### src/sv/ect_pkg.sv
package ect_pkg;

	localparam int unsigned DIV_W = 32;
	localparam int unsigned CNT_W = $clog2(DIV_W);
	localparam int unsigned DSR_W = 6;
	localparam int unsigned DAYS_W = 16;

	localparam logic [DSR_W-1:0] SEC_PER_MIN = 6'd60;
	localparam logic [DSR_W-1:0] HR_PER_DAY = 6'd24;
	localparam logic [11:0] EPOCH_YEAR = 12'd1970;
	localparam logic [DAYS_W-1:0] QUAD_DAYS = 16'd1461;
	localparam logic [DAYS_W-1:0] LEAP_DAYS = 16'd366;
	localparam logic [DAYS_W-1:0] NORM_DAYS = 16'd365;
	localparam logic [3:0] LAST_MONTH = 4'd11;
	localparam logic [3:0] FEB = 4'd1;

	typedef struct packed {
		logic start;
		logic [DIV_W-1:0] dividend;
		logic [DSR_W-1:0] divisor;
	} div_req_t;

	typedef struct packed {
		logic [11:0] year;
		logic [3:0] month;
		logic [4:0] day;
	} walk_res_t;

	function automatic logic [4:0] month_len(input logic [3:0] m, input logic leap);
		logic [4:0] len;
		case (m)
			4'd0: len = 5'd31;
			4'd1: len = leap ? 5'd29 : 5'd28;
			4'd2: len = 5'd31;
			4'd3: len = 5'd30;
			4'd4: len = 5'd31;
			4'd5: len = 5'd30;
			4'd6: len = 5'd31;
			4'd7: len = 5'd31;
			4'd8: len = 5'd30;
			4'd9: len = 5'd31;
			4'd10: len = 5'd30;
			default: len = 5'd31;
		endcase
		return len;
	endfunction

endpackage

### src/sv/ect_serdiv.sv
module ect_serdiv (
	input  logic clk,
	input  logic arst_n,
	input  ect_pkg::div_req_t req,
	output logic done,
	output logic [ect_pkg::DIV_W-1:0] quo,
	output logic [ect_pkg::DSR_W-1:0] rem
);
	import ect_pkg::*;

	logic busy_q;
	logic done_q;
	logic [CNT_W-1:0] cnt_q;
	logic [DIV_W-1:0] num_q;
	logic [DSR_W-1:0] rem_q;
	logic [DSR_W-1:0] dsr_q;
	logic [DSR_W:0] trial;
	logic [DSR_W:0] diff;
	logic ge;

	// restoring division, one quotient bit per cycle shifted into the dividend
	assign trial = {rem_q, num_q[DIV_W-1]};
	assign ge = trial >= {1'b0, dsr_q};
	assign diff = trial - {1'b0, dsr_q};

	always_ff @(posedge clk or negedge arst_n) begin
		if (!arst_n) begin
			busy_q <= 1'b0;
			done_q <= 1'b0;
			cnt_q <= '0;
			num_q <= '0;
			rem_q <= '0;
			dsr_q <= '0;
		end else begin
			done_q <= 1'b0;
			if (req.start) begin
				busy_q <= 1'b1;
				cnt_q <= '0;
				num_q <= req.dividend;
				rem_q <= '0;
				dsr_q <= req.divisor;
			end else if (busy_q) begin
				num_q <= {num_q[DIV_W-2:0], ge};
				rem_q <= ge ? diff[DSR_W-1:0] : trial[DSR_W-1:0];
				cnt_q <= cnt_q + 1'b1;
				if (cnt_q == CNT_W'(DIV_W - 1)) begin
					busy_q <= 1'b0;
					done_q <= 1'b1;
				end
			end
		end
	end

	assign done = done_q;
	assign quo = num_q;
	assign rem = rem_q;

	a_rem_below_dsr: assert property (@(posedge clk) disable iff (!arst_n)
		done_q |-> rem_q < dsr_q)
		else $error("remainder not below divisor");
	a_start_busy: assert property (@(posedge clk) disable iff (!arst_n)
		req.start |=> busy_q)
		else $error("divider did not start");
	a_last_done: assert property (@(posedge clk) disable iff (!arst_n)
		busy_q && !req.start && cnt_q == CNT_W'(DIV_W - 1) |=> done_q && !busy_q)
		else $error("divider did not finish after last bit");
endmodule

### src/sv/ect_calwalk.sv
module ect_calwalk (
	input  logic clk,
	input  logic arst_n,
	input  logic start,
	input  logic [ect_pkg::DAYS_W-1:0] days,
	output logic done,
	output ect_pkg::walk_res_t res
);
	import ect_pkg::*;

	typedef enum logic [1:0] {W_IDLE, W_QUAD, W_YEAR, W_MONTH} walk_state_t;

	walk_state_t state_q;
	logic [DAYS_W-1:0] days_q;
	logic [11:0] year_q;
	logic [3:0] m_q;
	logic done_q;
	walk_res_t res_q;
	logic leap;
	logic [DAYS_W-1:0] ylen;
	logic [DAYS_W-1:0] mlen;

	assign leap = year_q[1:0] == 2'd0;
	assign ylen = leap ? LEAP_DAYS : NORM_DAYS;
	assign mlen = {{(DAYS_W-5){1'b0}}, month_len(m_q, leap)};

	always_ff @(posedge clk or negedge arst_n) begin
		if (!arst_n) begin
			state_q <= W_IDLE;
			days_q <= '0;
			year_q <= '0;
			m_q <= '0;
			done_q <= 1'b0;
			res_q <= '0;
		end else begin
			done_q <= 1'b0;
			unique case (state_q)
				W_IDLE: begin
					if (start) begin
						days_q <= days;
						year_q <= EPOCH_YEAR;
						state_q <= W_QUAD;
					end
				end
				// four years from 1970 always span one leap year
				W_QUAD: begin
					if (days_q >= QUAD_DAYS) begin
						days_q <= days_q - QUAD_DAYS;
						year_q <= year_q + 12'd4;
					end else begin
						state_q <= W_YEAR;
					end
				end
				W_YEAR: begin
					if (days_q < ylen) begin
						m_q <= '0;
						state_q <= W_MONTH;
					end else begin
						days_q <= days_q - ylen;
						year_q <= year_q + 12'd1;
					end
				end
				W_MONTH: begin
					if (days_q < mlen || m_q == LAST_MONTH) begin
						res_q.year <= year_q;
						res_q.month <= m_q + 4'd1;
						res_q.day <= days_q[4:0] + 5'd1;
						done_q <= 1'b1;
						state_q <= W_IDLE;
					end else begin
						days_q <= days_q - mlen;
						m_q <= m_q + 4'd1;
					end
				end
				default: state_q <= W_IDLE;
			endcase
		end
	end

	assign done = done_q;
	assign res = res_q;

	a_start_idle: assert property (@(posedge clk) disable iff (!arst_n)
		start |-> state_q == W_IDLE)
		else $error("walk started while busy");
	a_month_days: assert property (@(posedge clk) disable iff (!arst_n)
		state_q == W_MONTH |-> days_q < LEAP_DAYS)
		else $error("day count too large for month walk");
	a_done_day: assert property (@(posedge clk) disable iff (!arst_n)
		done_q |-> res_q.day != 5'd0 && res_q.month != 4'd0)
		else $error("walk produced empty day or month");
endmodule

### src/sv/epoch_to_calendar_fields.sv
// flow: an accepted item passes through three bit-serial divisions (by 60, 60 and 24),
// then the calendar walk (four-year blocks, single years, months), and then reaches the
// output register
// one item at a time: the next item is taken the cycle after the result moves to the
// output register, which waits while date_stall holds the previous result
// reset: arst_n clears the sequencer, divider, walker and output valid asynchronously
module epoch_to_calendar_fields (
	input  logic clk,
	input  logic arst_n,
	input  logic epoch_valid,
	output logic epoch_stall,
	input  logic [31:0] epoch_seconds,
	output logic date_valid,
	input  logic date_stall,
	output logic [11:0] year,
	output logic [3:0] month,
	output logic [4:0] day_of_month,
	output logic [4:0] hour,
	output logic [5:0] minute,
	output logic [5:0] second
);
	import ect_pkg::*;

	typedef enum logic [2:0] {S_IDLE, S_SEC, S_MIN, S_HR, S_WALK, S_DONE} seq_state_t;

	seq_state_t state_q;
	logic in_acc;
	div_req_t div_req;
	logic div_done;
	logic [DIV_W-1:0] div_quo;
	logic [DSR_W-1:0] div_rem;
	logic walk_start;
	logic walk_done;
	walk_res_t walk_res;
	logic [5:0] sec_q;
	logic [5:0] min_q;
	logic [4:0] hr_q;
	logic out_valid_q;
	logic [11:0] year_q;
	logic [3:0] month_q;
	logic [4:0] day_q;
	logic [4:0] hour_q;
	logic [5:0] minute_q;
	logic [5:0] second_q;

	assign epoch_stall = state_q != S_IDLE;
	assign in_acc = epoch_valid && !epoch_stall;

	always_comb begin
		div_req.start = in_acc || (div_done && (state_q == S_SEC || state_q == S_MIN));
		div_req.dividend = in_acc ? epoch_seconds : div_quo;
		div_req.divisor = (in_acc || state_q == S_SEC) ? SEC_PER_MIN : HR_PER_DAY;
	end

	assign walk_start = div_done && state_q == S_HR;

	ect_serdiv u_div (
		.clk(clk),
		.arst_n(arst_n),
		.req(div_req),
		.done(div_done),
		.quo(div_quo),
		.rem(div_rem)
	);

	ect_calwalk u_walk (
		.clk(clk),
		.arst_n(arst_n),
		.start(walk_start),
		.days(div_quo[DAYS_W-1:0]),
		.done(walk_done),
		.res(walk_res)
	);

	always_ff @(posedge clk or negedge arst_n) begin
		if (!arst_n) begin
			state_q <= S_IDLE;
			out_valid_q <= 1'b0;
			sec_q <= '0;
			min_q <= '0;
			hr_q <= '0;
			year_q <= '0;
			month_q <= '0;
			day_q <= '0;
			hour_q <= '0;
			minute_q <= '0;
			second_q <= '0;
		end else begin
			if (out_valid_q && !date_stall && state_q != S_DONE)
				out_valid_q <= 1'b0;
			unique case (state_q)
				S_IDLE: begin
					if (in_acc)
						state_q <= S_SEC;
				end
				S_SEC: begin
					if (div_done) begin
						sec_q <= div_rem;
						state_q <= S_MIN;
					end
				end
				S_MIN: begin
					if (div_done) begin
						min_q <= div_rem;
						state_q <= S_HR;
					end
				end
				S_HR: begin
					if (div_done) begin
						hr_q <= div_rem[4:0];
						state_q <= S_WALK;
					end
				end
				S_WALK: begin
					if (walk_done)
						state_q <= S_DONE;
				end
				// hold the finished item until the output register is free
				S_DONE: begin
					if (!out_valid_q || !date_stall) begin
						out_valid_q <= 1'b1;
						year_q <= walk_res.year;
						month_q <= walk_res.month;
						day_q <= walk_res.day;
						hour_q <= hr_q;
						minute_q <= min_q;
						second_q <= sec_q;
						state_q <= S_IDLE;
					end
				end
				default: state_q <= S_IDLE;
			endcase
		end
	end

	assign date_valid = out_valid_q;
	assign year = year_q;
	assign month = month_q;
	assign day_of_month = day_q;
	assign hour = hour_q;
	assign minute = minute_q;
	assign second = second_q;

	a_month_range: assert property (@(posedge clk) disable iff (!arst_n)
		out_valid_q |-> month_q >= 4'd1 && month_q <= 4'd12)
		else $error("month out of range");
	a_time_range: assert property (@(posedge clk) disable iff (!arst_n)
		out_valid_q |-> hour_q < 5'd24 && minute_q < 6'd60 && second_q < 6'd60)
		else $error("time of day out of range");
	a_accept_busy: assert property (@(posedge clk) disable iff (!arst_n)
		in_acc |=> epoch_stall)
		else $error("sequencer did not start on accepted item");
	a_walk_start: assert property (@(posedge clk) disable iff (!arst_n)
		walk_done |-> state_q == S_WALK)
		else $error("walk finished outside walk state");
endmodule

### config.mk
export PLATFORM = sky130hd
export DESIGN_NAME = epoch_to_calendar_fields
export DESIGN_NICKNAME = d
export VERILOG_FILES = /design/src/sv/ect_pkg.sv /design/src/sv/ect_serdiv.sv /design/src/sv/ect_calwalk.sv /design/src/sv/epoch_to_calendar_fields.sv
export SDC_FILE = /design/constraint.sdc
export NUM_CORES = 1
export LEC_CHECK = 0
export BUFFER_PORTS_ARGS = -buffer_cell sky130_fd_sc_hd__buf_4
export CAP_MARGIN = 15
export CORE_MARGIN = 5
export CORE_UTILIZATION = 44
export DETAILED_ROUTE_END_ITERATION = 10
export SYNTH_ARGS = -nofsm -noshare
export SYNTH_HDL_FRONTEND = slang
export SYNTH_SLANG_ARGS = --single-unit
### constraint.sdc
create_clock -name clk -period 7 [get_ports clk]
set_input_delay 0.7 -clock clk [delete_from_list [all_inputs] [get_ports clk]]
set_output_delay 0.7 -clock clk [all_outputs]
set_load 0.02 [all_outputs]
==> run_summary.xml, run 1 <==
<?xml version="1.0" encoding="UTF-8"?>
<metrics>
  <group name="outcome">
    <metric name="status" unit="">finished, final reports clean</metric>
  </group>
  <group name="global_routing">
    <metric name="global_route_wire_length_before_repair" unit="um">33600</metric>
    <metric name="globalRoute.totalOverflow" unit="">0</metric>
    <metric name="grt_usage" unit="%">17.1</metric>
    <metric name="maximum_number_of_pins_on_one_net_before_global_route_repair" unit="">93</metric>
    <metric name="grt_pass1_vias" unit="">6387</metric>
    <metric name="grt_antenna_before_repair" unit="">0</metric>
  </group>
  <group name="synthesis">
    <metric name="yosysWarningCount" unit="">0</metric>
    <metric name="synth_compound_area_share" unit="%">15.6</metric>
    <metric name="sequential_area_share_after_synthesis" unit="%">45.5</metric>
    <metric name="synth_cell_type_count" unit="">76</metric>
    <metric name="syn_inst" unit="">897</metric>
    <metric name="post_synth_net_total" unit="">960</metric>
    <metric name="syn-cell-area" unit="um^2">8910</metric>
    <metric name="main_combinational_cell_family_by_area_after_synthesis" unit="">compound AO/OA/AOI/OAI gates</metric>
    <metric name="dominantRegCellSynth" unit="">dfrtp_1</metric>
    <metric name="synth-async-reset-ratio" unit="%">100</metric>
    <metric name="yosys_reg_bits" unit="">162</metric>
    <metric name="synth.area.mux_share" unit="%">12.7</metric>
    <metric name="syn-mean-instance-area" unit="um^2">9.94</metric>
    <metric name="number_of_enable_flip_flop_cells_after_synthesis" unit="">0</metric>
    <metric name="synth_fa_ha_area_share" unit="%">4.04</metric>
    <metric name="yosys.area_share.xor_xnor" unit="%">3.34</metric>
    <metric name="synthSimpleGateAreaFrac" unit="%">14.4</metric>
  </group>
  <group name="setup_path">
    <metric name="critical_path.n_buffers_inverters" unit="">2</metric>
    <metric name="critical-path-top-delay-family" unit="">simple AND/OR/NAND/NOR gates</metric>
    <metric name="critPathRequiredTime" unit="ns">7.30</metric>
    <metric name="cpMaxStageDelayCell" unit="">a211o_4</metric>
    <metric name="timing.critical_path.cells" unit="">inv_1, ha_1, nand2b_1, o21ai_0, a21oi_1, ha_1, fa_1, and4b_1, o41ai_4, nand2_2, clkinv_2, a211o_4, mux2_1</metric>
    <metric name="worst-endpoint-arrival" unit="ns">4.37</metric>
    <metric name="endpoint_kind" unit="">register</metric>
    <metric name="critical_path_class" unit="">register to register</metric>
    <metric name="cpMostUsedCell" unit="">ha_1</metric>
    <metric name="critPathLaunchType" unit="">register</metric>
    <metric name="worstPathMaxFanout" unit="">35</metric>
    <metric name="critical_path.max_stage_delay" unit="ns">0.49</metric>
  </group>
  <group name="final_layout">
    <metric name="post_route_cells_drive_above_1_share" unit="%">21.1</metric>
    <metric name="areaGrowthSynthToFinish" unit="%">14.9</metric>
    <metric name="nets" unit="">1001</metric>
    <metric name="final_common_cell" unit="">dfrtp_1</metric>
    <metric name="n_antenna_cell" unit="">0</metric>
    <metric name="final_area" unit="um^2">10200</metric>
    <metric name="mostFrequentLayoutCells" unit="">dfrtp_1 (162), nand2_1 (90), buf_4 (82)</metric>
  </group>
  <group name="clock_network">
    <metric name="cts_resized" unit="">0</metric>
    <metric name="ctsHoldBuffers" unit="">0</metric>
    <metric name="cts_inserted_buffers" unit="">17</metric>
    <metric name="cts_max_level" unit="">4</metric>
    <metric name="postCtsSetupBuffers" unit="">0</metric>
    <metric name="cts_tree" unit="">built</metric>
    <metric name="worst_skew_pair.late_latency" unit="ns">0.43</metric>
    <metric name="clkSinkCount" unit="">162</metric>
    <metric name="cts_root_buf" unit="">clkbuf_16</metric>
    <metric name="cts.reportedPaths.clkPinSlew" unit="ns">0.07</metric>
    <metric name="clock_tree.buffer_depth" unit="">2</metric>
  </group>
  <group name="floorplan">
    <metric name="dieArea" unit="um^2">23200</metric>
    <metric name="std_cell_rows" unit="">52</metric>
    <metric name="die_width" unit="um">152</metric>
    <metric name="fp.dieH" unit="um">152</metric>
    <metric name="floorplan.initialDensity" unit="%">44.3</metric>
    <metric name="core_region_area" unit="um^2">20100</metric>
    <metric name="io_pins" unit="">76</metric>
  </group>
  <group name="job">
    <metric name="max_capacitance_violation_count" unit="">0</metric>
  </group>
  <group name="place">
    <metric name="dp.final_hpwl" unit="um">13100</metric>
    <metric name="final_weighted_congestion_in_routability_driven_placement" unit="">0.867</metric>
    <metric name="place_area" unit="um^2">9620</metric>
    <metric name="port_buffers" unit="">75</metric>
  </group>
  <group name="detailed_routing">
    <metric name="routed-via-count" unit="">6692</metric>
    <metric name="drtIter0Drc" unit="">431</metric>
    <metric name="detailroute.wirelength.met2" unit="um">8590</metric>
    <metric name="avg_wl_per_cell" unit="um">16.0</metric>
    <metric name="wl_met3" unit="um">1140</metric>
    <metric name="drt_pass1_iterations" unit="">5</metric>
    <metric name="route.antenna.remaining_nets" unit="">0</metric>
    <metric name="finalWirelength" unit="um">19600</metric>
    <metric name="route.detailed.drc" unit="">0</metric>
    <metric name="vias_per_cell" unit="">5.48</metric>
    <metric name="detail_route.wirelength.met1" unit="um">9720</metric>
    <metric name="top_signal_layer_used" unit="">met4</metric>
  </group>
  <group name="power">
    <metric name="cellPowerDensity" unit="nW/um^2">418</metric>
    <metric name="irDropWorstVdd" unit="uV">193</metric>
    <metric name="leak" unit="nW">4.62</metric>
  </group>
  <group name="sta">
    <metric name="clock_period_minus_final_worst_setup_slack" unit="ns">4.08</metric>
    <metric name="drv_slew" unit="">0</metric>
    <metric name="grt_setup_unrepaired" unit="">no</metric>
    <metric name="setup_violations" unit="">0</metric>
    <metric name="layout_worst_path_cycle_share" unit="%">58.2</metric>
    <metric name="final.setup.tns" unit="ns">0</metric>
    <metric name="fin_worst_skew" unit="ns">0.0193</metric>
    <metric name="maxClockFrequency" unit="MHz">245</metric>
    <metric name="worst-slew-pin-transition" unit="ns">1.08</metric>
    <metric name="hold_viol_final" unit="">0</metric>
    <metric name="worst_slew_slack_as_a_fraction_of_its_limit" unit="%">27.4</metric>
  </group>
  <group name="worst_hold_path">
    <metric name="holdCritPathClass" unit="">primary input to async pin</metric>
  </group>
</metrics>
## report_power, final
| part | switching, mW | total, mW | internal, mW |
|---|---|---|---|
| Sequential | 0.371 | 1.55 | 1.18 |
| Combinational | 0.985 | 1.75 | 0.763 |
| Clock | 0.438 | 0.983 | 0.545 |
| Total | 1.79 | 4.28 | 2.49 |
## per-stage QoR
stage | hold slack [ns] | std cells | total power [mW] | setup slack, ns | utilization, %
finish | 0.329 | 1221 | 4.28 | 2.92 | 50.9
global route | 0.398 | 1221 | 4.63 | 2.63 | 50.9
CTS | 0.383 | 1221 | 4.31 | 2.91 | 50.9
detailed placement | 0.467 | 1189 | 3.31 | 2.94 | 47.9
global placement | 0.459 | 1189 | 3.29 | 3.03 | 47.9
floorplan | 0.404 | 897 | 2.92 | 3.96 | -
## Yosys cell counts, types with 5 or more instances
library cell  instances  area, um^2
inv_1                26        97.6
o22ai_1               6        37.5
nand2_1              90         338
nand2b_1             10        62.6
a221oi_1              6        52.6
dfrtp_1             162        4050
clkbuf_1             34         128
o31ai_1              10        75.1
xnor2_1              21         184
nor3_1               10        50.1
xor2_1               13         114
o21ai_0              48         240
ha_1                 24         300
a211oi_1             13        97.6
mux2i_1              47         470
nand4_1               9        56.3
buf_2                18        90.1
mux2_2               56         631
a21oi_1              56         280
nor2b_1              10        62.6
a31oi_1               6        37.5
nor2_1               78         293
nand2_2               9        56.3
buf_1                 5        18.8
nand3_1              23         115
## layer usage
layer | track usage (%) | vias to the layer above
li1 | - | 3292
met1 | 25.9 | 3222
met2 | 24.8 | 164
met3 | 4.37 | 14
met4 | 3.85 | 0
met5 | 0 | -
## kinds of logic after synthesis
logic type / Yosys count
compound gates: 207
xor+xnor: 34
fa+ha+maj: 27
buf+inv: 90
flops: 162
mux: 106
simple gates: 271
## cell type report
type	count	area [um^2]
clock buffer	17	425
inverter	29	110
sequential	162	4050
clock inverter	15	193
multi-input combinational	645	4490
tap	270	338
fill	1875	9860
timing repair buffer	83	627
## registers in the layout, summed over array words and instances (netlist names), 2 cells and up
name / cells
hour: 5
u_walk.year_q: 12
u_div.dsr_q: 2
hr_q: 5
u_walk.state_q: 2
u_walk.m_q: 4
year: 12
u_walk.res: 21
u_div.cnt_q: 5
month: 4
u_walk.days_q: 16
min_q: 6
second: 6
u_div.rem: 6
state_q: 3
minute: 6
u_div.quo: 32
sec_q: 6
day_of_month: 5
## worst paths after layout
| check | startpoint | end | slack (ns) | cells after the start |
|---|---|---|---|---|
| min in group clk | u_walk.res[3] | u_walk.res[3] | 0.48 | 2 |
| min | arst_n | year[7] | 0.33 | 1 |
| max reg2reg | u_walk.m_q[1] | u_walk.days_q[3] | 2.92 | 13 |
| max in group asynchronous | arst_n | u_div.quo[1] | 5.24 | 2 |
| max | u_walk.m_q[1] | u_walk.days_q[3] | 2.92 | 13 |
| min reg2reg | u_walk.res[3] | u_walk.res[3] | 0.48 | 2 |
Power figures use the tool's default switching activity.
==> run 2: changes to the inputs <==
Clock period 7 ns to 4.2 ns, I/O delays scaled along.
==> run 2 against run 1 <==
Against the previous run: the run now ends with negative hold slack left; non-clock buffer count up 4; global-route usage grew 0.29 points; first-iteration DRC count rose by 34%; register-to-register slack got worse by 2.2 ns; routed wire length is 0.99% higher; via count up 0.82%; combinational power up 69%; critical path type unchanged; highest routed layer unchanged.
==> run_summary.xml, run 2 (synthesis gave the netlist of run 1 again) <==
<?xml version="1.0" encoding="UTF-8"?>
<metrics>
  <group name="outcome">
    <metric name="status" unit="">finished with violations</metric>
    <metric name="failing_checks" unit="">negative hold slack</metric>
  </group>
  <group name="setup_path">
    <metric name="timing.critical_path.cells" unit="">inv_1, ha_1, inv_1, ha_1, inv_1, fa_1, a31o_2, o211ai_1, a32o_2, a211o_4, mux2_1</metric>
    <metric name="critical_path.n_buffers_inverters" unit="">3</metric>
    <metric name="critical_path.max_stage_delay" unit="ns">0.44</metric>
    <metric name="worst-endpoint-arrival" unit="ns">3.82</metric>
    <metric name="critPathRequiredTime" unit="ns">4.51</metric>
    <metric name="cpMostUsedCell" unit="">inv_1</metric>
    <metric name="endpoint_kind" unit="">register</metric>
    <metric name="cpMaxStageDelayCell" unit="">o211ai_1</metric>
    <metric name="critical_path_class" unit="">register to register</metric>
    <metric name="critPathLaunchType" unit="">register</metric>
    <metric name="critical-path-top-delay-family" unit="">compound AO/OA/AOI/OAI gates</metric>
    <metric name="worstPathMaxFanout" unit="">29</metric>
  </group>
  <group name="clock_network">
    <metric name="clock_tree.buffer_depth" unit="">2</metric>
    <metric name="cts_tree" unit="">built</metric>
    <metric name="cts_max_level" unit="">4</metric>
    <metric name="clkSinkCount" unit="">162</metric>
    <metric name="cts_inserted_buffers" unit="">17</metric>
    <metric name="cts_root_buf" unit="">clkbuf_16</metric>
    <metric name="worst_skew_pair.late_latency" unit="ns">0.44</metric>
    <metric name="postCtsSetupBuffers" unit="">0</metric>
    <metric name="cts.reportedPaths.clkPinSlew" unit="ns">0.08</metric>
    <metric name="cts_resized" unit="">0</metric>
    <metric name="ctsHoldBuffers" unit="">0</metric>
  </group>
  <group name="floorplan">
    <metric name="floorplan.initialDensity" unit="%">44.3</metric>
    <metric name="dieArea" unit="um^2">23200</metric>
    <metric name="core_region_area" unit="um^2">20100</metric>
    <metric name="fp.dieH" unit="um">152</metric>
    <metric name="io_pins" unit="">76</metric>
    <metric name="std_cell_rows" unit="">52</metric>
    <metric name="die_width" unit="um">152</metric>
  </group>
  <group name="detailed_routing">
    <metric name="route.antenna.remaining_nets" unit="">0</metric>
    <metric name="drtIter0Drc" unit="">576</metric>
    <metric name="drt_pass1_iterations" unit="">5</metric>
    <metric name="vias_per_cell" unit="">5.51</metric>
    <metric name="finalWirelength" unit="um">19800</metric>
    <metric name="routed-via-count" unit="">6747</metric>
    <metric name="avg_wl_per_cell" unit="um">16.1</metric>
    <metric name="route.detailed.drc" unit="">0</metric>
  </group>
  <group name="final_layout">
    <metric name="largest_reg_flops" unit="">32</metric>
    <metric name="n_antenna_cell" unit="">0</metric>
    <metric name="areaGrowthSynthToFinish" unit="%">15.3</metric>
    <metric name="final_common_cell" unit="">dfrtp_1</metric>
    <metric name="sequential_cell_area" unit="um^2">4050</metric>
    <metric name="post_route_cells_drive_above_1_share" unit="%">21.5</metric>
    <metric name="mostFrequentLayoutCells" unit="">dfrtp_1 (162), nand2_1 (90), buf_4 (85)</metric>
    <metric name="multiInputGateArea" unit="um^2">4490</metric>
    <metric name="nets" unit="">1005</metric>
    <metric name="fillerInstances" unit="">1802</metric>
    <metric name="final_area" unit="um^2">10300</metric>
  </group>
  <group name="place">
    <metric name="place_area" unit="um^2">9670</metric>
    <metric name="final_weighted_congestion_in_routability_driven_placement" unit="">0.843</metric>
    <metric name="dp.final_hpwl" unit="um">13400</metric>
    <metric name="port_buffers" unit="">75</metric>
  </group>
  <group name="sta">
    <metric name="clock_period_minus_final_worst_setup_slack" unit="ns">3.50</metric>
    <metric name="worst-slew-pin-transition" unit="ns">1.06</metric>
    <metric name="setup_violations" unit="">0</metric>
    <metric name="final.setup.tns" unit="ns">0</metric>
    <metric name="worst_slew_slack_as_a_fraction_of_its_limit" unit="%">29.4</metric>
    <metric name="worst_hold_slack" unit="ns">-0.0161</metric>
    <metric name="hold_viol_final" unit="">17</metric>
    <metric name="layout_worst_path_cycle_share" unit="%">83.4</metric>
    <metric name="fin_worst_skew" unit="ns">0.0107</metric>
    <metric name="drv_slew" unit="">0</metric>
    <metric name="maxClockFrequency" unit="MHz">285</metric>
    <metric name="grt_setup_unrepaired" unit="">no</metric>
  </group>
  <group name="power">
    <metric name="p_seq_share" unit="%">36.2</metric>
    <metric name="irDropWorstVdd" unit="uV">363</metric>
    <metric name="power_frac_clock" unit="%">22.5</metric>
    <metric name="leak" unit="nW">4.63</metric>
    <metric name="report.power.total" unit="mW">7.13</metric>
    <metric name="p_int" unit="mW">4.11</metric>
    <metric name="sw_frac_of_total" unit="%">42.3</metric>
    <metric name="comb_power_share" unit="%">41.3</metric>
    <metric name="power.net_switching" unit="mW">3.02</metric>
    <metric name="cellPowerDensity" unit="nW/um^2">694</metric>
  </group>
  <group name="global_routing">
    <metric name="maximum_number_of_pins_on_one_net_before_global_route_repair" unit="">95</metric>
    <metric name="grt_antenna_before_repair" unit="">0</metric>
    <metric name="grt_usage" unit="%">17.4</metric>
    <metric name="globalRoute.totalOverflow" unit="">0</metric>
    <metric name="grt_pass1_vias" unit="">6398</metric>
    <metric name="global_route_wire_length_before_repair" unit="um">33600</metric>
  </group>
  <group name="worst_hold_path">
    <metric name="holdCritPathClass" unit="">primary input to async pin</metric>
  </group>
  <group name="job">
    <metric name="max_capacitance_violation_count" unit="">0</metric>
  </group>
</metrics>
==> run 2: cell types whose count changed in the layout (fill, tap and decap cells not counted), moves of 2 or more <==
cell,previous run,this run
buf_4,82,85
inv_8,3,5
clkinv_4,3,1
clkinvlp_4,0,2
==> run 2: worst register-to-register path, cell delays in order (launching register included) <==
cell and delay (ns):
dfrtp_1 0.39, inv_1 0.11, ha_1 0.24, inv_1 0.12, ha_1 0.20, inv_1 0.06, fa_1 0.42, a31o_2 0.30
o211ai_1 0.44, a32o_2 0.37, a211o_4 0.35, mux2_1 0.38
==> run 2: power groups by stage <==
stage	Clock, mW	Combinational (mW)	Sequential [mW]
2_1_floorplan	0	2.63	2.23
3_3_place_gp	0	2.90	2.59
3_5_place_dp	0	2.93	2.60
4_1_cts	1.65	2.95	2.58
5_1_grt	1.72	3.32	2.67
6_report	1.60	2.95	2.58
==> run 2: final cells by class <==
type / instances / share of cell area (%)
tap: 270 / 3.29
inverter: 29 / 1.07
clock buffer: 17 / 4.14
sequential: 162 / 39.4
multi-input combinational: 645 / 43.7
clock inverter: 15 / 1.80
timing repair buffer: 87 / 6.51
==> run 2: layer usage <==
| metal | part of all wire, % | vias to the layer above | GRT usage [%] |
|---|---|---|---|
| met4 | 1.5 | 0 | 5.31 |
| met2 | 44 | 170 | 25.5 |
| met1 | 50 | 3243 | 25.8 |
| met5 | 0 | - | 0 |
| li1 | - | 3310 | - |
| met3 | 5.1 | 24 | 3.86 |
==> run 2: through the flow <==
step           instances  util, %  hold WS [ns]  worst slack (ns)
6_report            1225     51.1       -0.0161             0.696
5_1_grt             1225     51.1        0.0258             0.427
4_1_cts             1225     51.1       0.00599             0.692
3_5_place_dp        1193     48.1         0.461             0.724
3_3_place_gp        1193     48.1         0.456             0.797
2_1_floorplan        897        -         0.124              1.16
==> run 2: path summary, 6_finish.rpt <==
check	slack (ns)	to	from	cells past startpoint
setup / recovery	0.70	u_walk.days_q[6]	u_walk.year_q[0]	11
hold / removal	-0.02	u_walk.res[19]	arst_n	1
setup reg to reg	0.70	u_walk.days_q[6]	u_walk.year_q[0]	11
hold reg to reg	0.47	u_walk.res[6]	u_walk.res[6]	2
max in group asynchronous	3.29	u_div.rem[2]	arst_n	2
min in group clk	0.25	date_valid	date_stall	3
